File: config.mk
export PLATFORM = sky130hd
export DESIGN_NAME = tbl_ctrl
export DESIGN_NICKNAME = d
export VERILOG_FILES = /design/src/hdl/tbl_pkg.sv /design/src/hdl/tbl_ctrl.sv
export SDC_FILE = /design/constraint.sdc
export NUM_CORES = 1
export LEC_CHECK = 0
export BUFFER_PORTS_ARGS = -buffer_cell sky130_fd_sc_hd__buf_2
export CORE_AREA = 2 2 39 41
export CTS_BUF_LIST = sky130_fd_sc_hd__clkbuf_4
export CTS_CLUSTER_SIZE = 28
export DETAILED_ROUTE_END_ITERATION = 16
export DIE_AREA = 0 0 41 43
export PLACE_DENSITY = 0.64
export SYNTH_ARGS = -nofsm -noshare
export SYNTH_HDL_FRONTEND = slang
export SYNTH_SLANG_ARGS = --single-unit
File: constraint.sdc
create_clock -name clk -period 1.6 [get_ports clk]
set_clock_uncertainty 0.05 [all_clocks]
set_input_delay 0.16 -clock clk [delete_from_list [all_inputs] [get_ports clk]]
set_output_delay 0.16 -clock clk [all_outputs]
set_load 0.03 [all_outputs]
File: src/hdl/tbl_pkg.sv
// ----------------------------------------------------------------------------
// tbl_pkg
// shared constants, types and command/status structs for the line plotter
// ----------------------------------------------------------------------------
package tbl_pkg;

    localparam int ImageWidth  = 512;
    localparam int ImageHeight = 512;
    localparam int PlaneCount  = 3;

    localparam int XW       = $clog2(ImageWidth);
    localparam int YW       = $clog2(ImageHeight);
    localparam int PlaneW   = 2;
    localparam int MemDepth = PlaneCount * ImageWidth * ImageHeight;
    localparam int AddrW    = $clog2(MemDepth);

    localparam int CoordW = 11;
    // differences span 12 bits, squares 22, sums 23
    localparam int DiffW  = 12;
    localparam int SqW    = 24;
    localparam int LenW   = 12;
    // dx*i spans 12+12 bits signed
    localparam int ProdW  = 24;
    // stamped coordinates: center plus offset plus mirror, stay within 14 bits
    localparam int PtW    = 14;

    localparam logic CMD_STROKE = 1'b0;
    localparam logic CMD_READ   = 1'b1;

    localparam logic [1:0] REG_THICK  = 2'd0;
    localparam logic [1:0] REG_MIRROR = 2'd1;
    localparam logic [1:0] REG_ERASE  = 2'd2;
    localparam logic [1:0] REG_PLANE  = 2'd3;

    typedef struct packed {
        logic clr_start;   // begin clear sweep
        logic load;        // capture input transaction
        logic sqrt_start;  // begin length computation
        logic div_start;   // begin sample division
        logic samp_next;   // advance sample index
        logic off_init;    // reset offset scan
        logic off_next;    // advance offset / mirror scan
        logic rd_issue;    // issue pixel read
        logic res_load;    // move read data into the result register
    } tbl_cmd_t;

    typedef struct packed {
        logic clr_done;
        logic sqrt_done;
        logic div_done;
        logic samp_last;
        logic off_last;
    } tbl_sts_t;

endpackage

File: src/hdl/tbl_ctrl.sv
// ----------------------------------------------------------------------------
// tbl_ctrl
// controller state machine sequencing clear, stroke and read transactions
// ----------------------------------------------------------------------------
module tbl_ctrl
(
    input  logic             clk,
    input  logic             rst_n,
    input  logic             in_valid,
    output logic             in_ready,
    input  logic             command,
    output logic             out_valid,
    input  logic             out_ready,
    output tbl_pkg::tbl_cmd_t cmd,
    input  tbl_pkg::tbl_sts_t sts
);

    localparam logic [2:0] ST_CLEAR = 3'd0;
    localparam logic [2:0] ST_IDLE  = 3'd1;
    localparam logic [2:0] ST_SQRT  = 3'd2;
    localparam logic [2:0] ST_DIV   = 3'd3;
    localparam logic [2:0] ST_STAMP = 3'd4;
    localparam logic [2:0] ST_READ  = 3'd5;
    localparam logic [2:0] ST_RESP  = 3'd6;
    localparam logic [2:0] ST_BOOT  = 3'd7;

    logic [2:0] state_reg, state_next;
    logic       out_valid_reg, out_valid_next;

    assign in_ready  = (state_reg == ST_IDLE);
    assign out_valid = out_valid_reg;

    always_comb
    begin
        state_next     = state_reg;
        out_valid_next = out_valid_reg;
        cmd            = '0;
        if (out_valid_reg && out_ready)
        begin
            out_valid_next = 1'b0;
        end
        unique case (state_reg)
            ST_BOOT:
            begin
                cmd.clr_start = 1'b1;
                state_next    = ST_CLEAR;
            end
            ST_CLEAR:
            begin
                if (sts.clr_done)
                begin
                    state_next = ST_IDLE;
                end
            end
            ST_IDLE:
            begin
                if (in_valid && in_ready)
                begin
                    cmd.load = 1'b1;
                    if (command == tbl_pkg::CMD_STROKE)
                    begin
                        cmd.sqrt_start = 1'b1;
                        state_next     = ST_SQRT;
                    end
                    else
                    begin
                        state_next = ST_READ;
                    end
                end
            end
            ST_SQRT:
            begin
                if (sts.sqrt_done)
                begin
                    cmd.div_start = 1'b1;
                    state_next    = ST_DIV;
                end
            end
            ST_DIV:
            begin
                if (sts.div_done)
                begin
                    cmd.off_init = 1'b1;
                    state_next   = ST_STAMP;
                end
            end
            ST_STAMP:
            begin
                cmd.off_next = 1'b1;
                if (sts.off_last)
                begin
                    if (sts.samp_last)
                    begin
                        state_next = ST_IDLE;
                    end
                    else
                    begin
                        cmd.samp_next = 1'b1;
                        cmd.div_start = 1'b1;
                        state_next    = ST_DIV;
                    end
                end
            end
            ST_READ:
            begin
                cmd.rd_issue = 1'b1;
                state_next   = ST_RESP;
            end
            ST_RESP:
            begin
                // wait here while the result register still holds a transaction
                if (!out_valid_reg || out_ready)
                begin
                    cmd.res_load   = 1'b1;
                    out_valid_next = 1'b1;
                    state_next     = ST_IDLE;
                end
            end
            default:
            begin
                state_next = ST_BOOT;
            end
        endcase
    end

    always_ff @(posedge clk or negedge rst_n)
    begin
        if (!rst_n)
        begin
            state_reg     <= ST_BOOT;
            out_valid_reg <= 1'b0;
        end
        else
        begin
            state_reg     <= state_next;
            out_valid_reg <= out_valid_next;
        end
    end

endmodule

==> out/metrics.cfg <==
[grt]
grt_pass1_wl_um=1840
grt_antenna_before_repair=0
gr-usage-all-layers=0.160
grt_pass1_vias=461
overflow=0
grt_max_degree=8

[run_status]
violations=setup timing
status=complete, but fails checks

[sta]
max_freq_ghz=0.619
tns_ps=-25.0
rsz0062_at_grt=yes
whs_ps=213
fin_ws_ps=-16.1
min_period_ps=1620
relSlewSlack=0.800
hold_violations=0
drv_slew=0
timing.final.crit_share=1.01
worst_pin_slew_ps=300
setup_viol=2

[yosys]
synth_top_area_frac=0.207
synth.avg_cell_area_um2=7.79
synth.most_common_cell=nor2_1
post_synth_num_cell_types=26
syn_inst=49
synth_area_leaders=dfstp_2 (21%), dfrtp_1 (6.6%), nor2_1 (5.9%), a21oi_1 (5.2%), nand2_1 (4.9%)
ys.flop_type=dfstp_2
synth-seq-cells=4
syn_nets=59
async_flop_share=1.00
synth_common_cells=nor2_1 (6), nand2_1 (5), a21oi_1 (4)
yosysSeqAreaShare=0.272
yosysWarningCount=0
yosysTopAreaCell=dfstp_2
syn-cell-area_um2=382
synth-edff-count=0

[routing]
drtIter0Drc=8
drt-total-wl_um=1220
first_pass_iters=4
drtAntennaViolNets=0
vias=491
wire_per_inst_um=12.5
via_per_inst=5.01
drcViolationCount=0

[floorplanning]
rows=14
fp.dieArea_mm2=0.00176
io_pins=21
die_y_um=43
coreArea_mm2=0.00138
die_w_um=41
initial_core_util=0.276

[power]
p_int_mw=0.739
p_seq_frac=0.174
peakVddDrop_mv=0.674
powerDensity_mw_per_mm2=2030
clkPwrFrac=0.118
sw_frac_of_total=0.456
leakage_nw=0.332
pwr-share-comb=0.709
p_switching_mw=0.620

[placed_design]
placed_area_um2=548
gp_congestion=0.775
io_buffers=20
pre_cts_ws_ps=44.3
dp_hpwl_um=872

[setup_path]
path_class=register to register
critPathArrivalTime_ps=1740
end_kind=register
start_kind=register
cp.required_ps=1720
cp_max_fo=4

[cells_and_area]
final_cell_area_um2=669
multi_input_area_um2=284
seq_area_um2=104
drive_above_1_share=0.634
synthToLayoutAreaGrowth_pct=75.4
insertedDiodeCount=0
largest_register_ffs=3
fin_nets=93
post-route-util=0.484
n_fill_cell=133

[clock_tree]
cts_made_buffers=3
clk_path_buf_depth=2
cts_max_level=1
cts.sink_count=4
clk_transition_reported_paths_ps=40
insertion_delay_ps=240
cts_tree=done
ctsRootBufferMaster=clkbuf_4

[hold_path]
hold_path_class=input port to asynchronous set/reset pin

[flow_run]
drv_cap=0

## power by group through the flow
stage | Combinational, mW | Sequential, mW | Clock [mW]
after global placement | 0.779 | 0.248 | 0
after detailed placement | 0.786 | 0.251 | 0
final | 0.963 | 0.236 | 0.160
after global routing | 1.03 | 0.245 | 0.179
after CTS | 0.940 | 0.235 | 0.168
after floorplan | 0.609 | 0.226 | 0
## area by class of cell
cell class,count,area share
clock buffer,4,0.0449
inverter,4,0.0224
multi-input combinational,38,0.424
sequential,4,0.155
tap,16,0.0299
timing repair buffer,32,0.323
## stage by stage
step	instances	total power, mW
after CTS	98	1.34
after global routing	98	1.45
final	98	1.36
after detailed placement	87	1.04
after floorplan	49	0.835
after global placement	87	1.03
## final timing paths
kind | slack (ps) | start | end | cells after the start
max in group asynchronous | 1080 | rst_n | state_reg[0] | 2
worst max-delay path | -20 | state_reg[2] | state_reg[1] | 5
worst min-delay path | 210 | rst_n | out_valid | 2
worst max register to register | -20 | state_reg[2] | state_reg[1] | 5
worst min register to register | 490 | state_reg[1] | state_reg[1] | 2
min in group clk | 220 | out_ready | out_valid | 3
## placed cells by master, fill, tap and decap left out, drive strengths merged, types with 2 or more instances in the layout
| cell type | count |
|---|---|
| nand2 | 5 |
| o22a | 2 |
| nor2 | 6 |
| a21oi | 5 |
| nand2b | 4 |
| a31oi | 2 |
| mux2 | 2 |
| clkbuf | 4 |
| buf | 31 |
| dfstp | 3 |
| inv | 4 |
| nand3b | 2 |
| nor2b | 2 |
## logic make-up (layout without fill, tap and decap cells)
kind of cell,count (synthesis),count (layout),share of synthesized area
buffers and inverters,7,40,0.0918
and+or+nand+nor,22,22,0.308
AOI/OAI and AO/OA,14,14,0.259
DFF,4,4,0.272
muxes,2,2,0.0688
## worst max-delay path: stages, from the launching register on
cell     delay (ps)
dfstp_2         560
buf_4           120
mux2_4          300
o22a_1          180
o221a_1         250
a21oi_2         100
## repair_timing
item | CTS | global route
setup buffers | 6 | 0
resized for setup | 9 | 3
hold buffers | 1 | 0
pin swaps | 3 | 0
hold endpoints to repair | 4 | 0
setup endpoints to repair | 4 | 8
cloned | 0 | 0
## layer usage
metal,vias up,share of wire,global-route usage
met5,-,0,0
met1,228,0.42,0.170
li1,241,-,-
met4,0,0.017,0.100
met3,2,0.054,0.0314
met2,20,0.51,0.266
No activity file was read; power rests on OpenSTA's default activity.
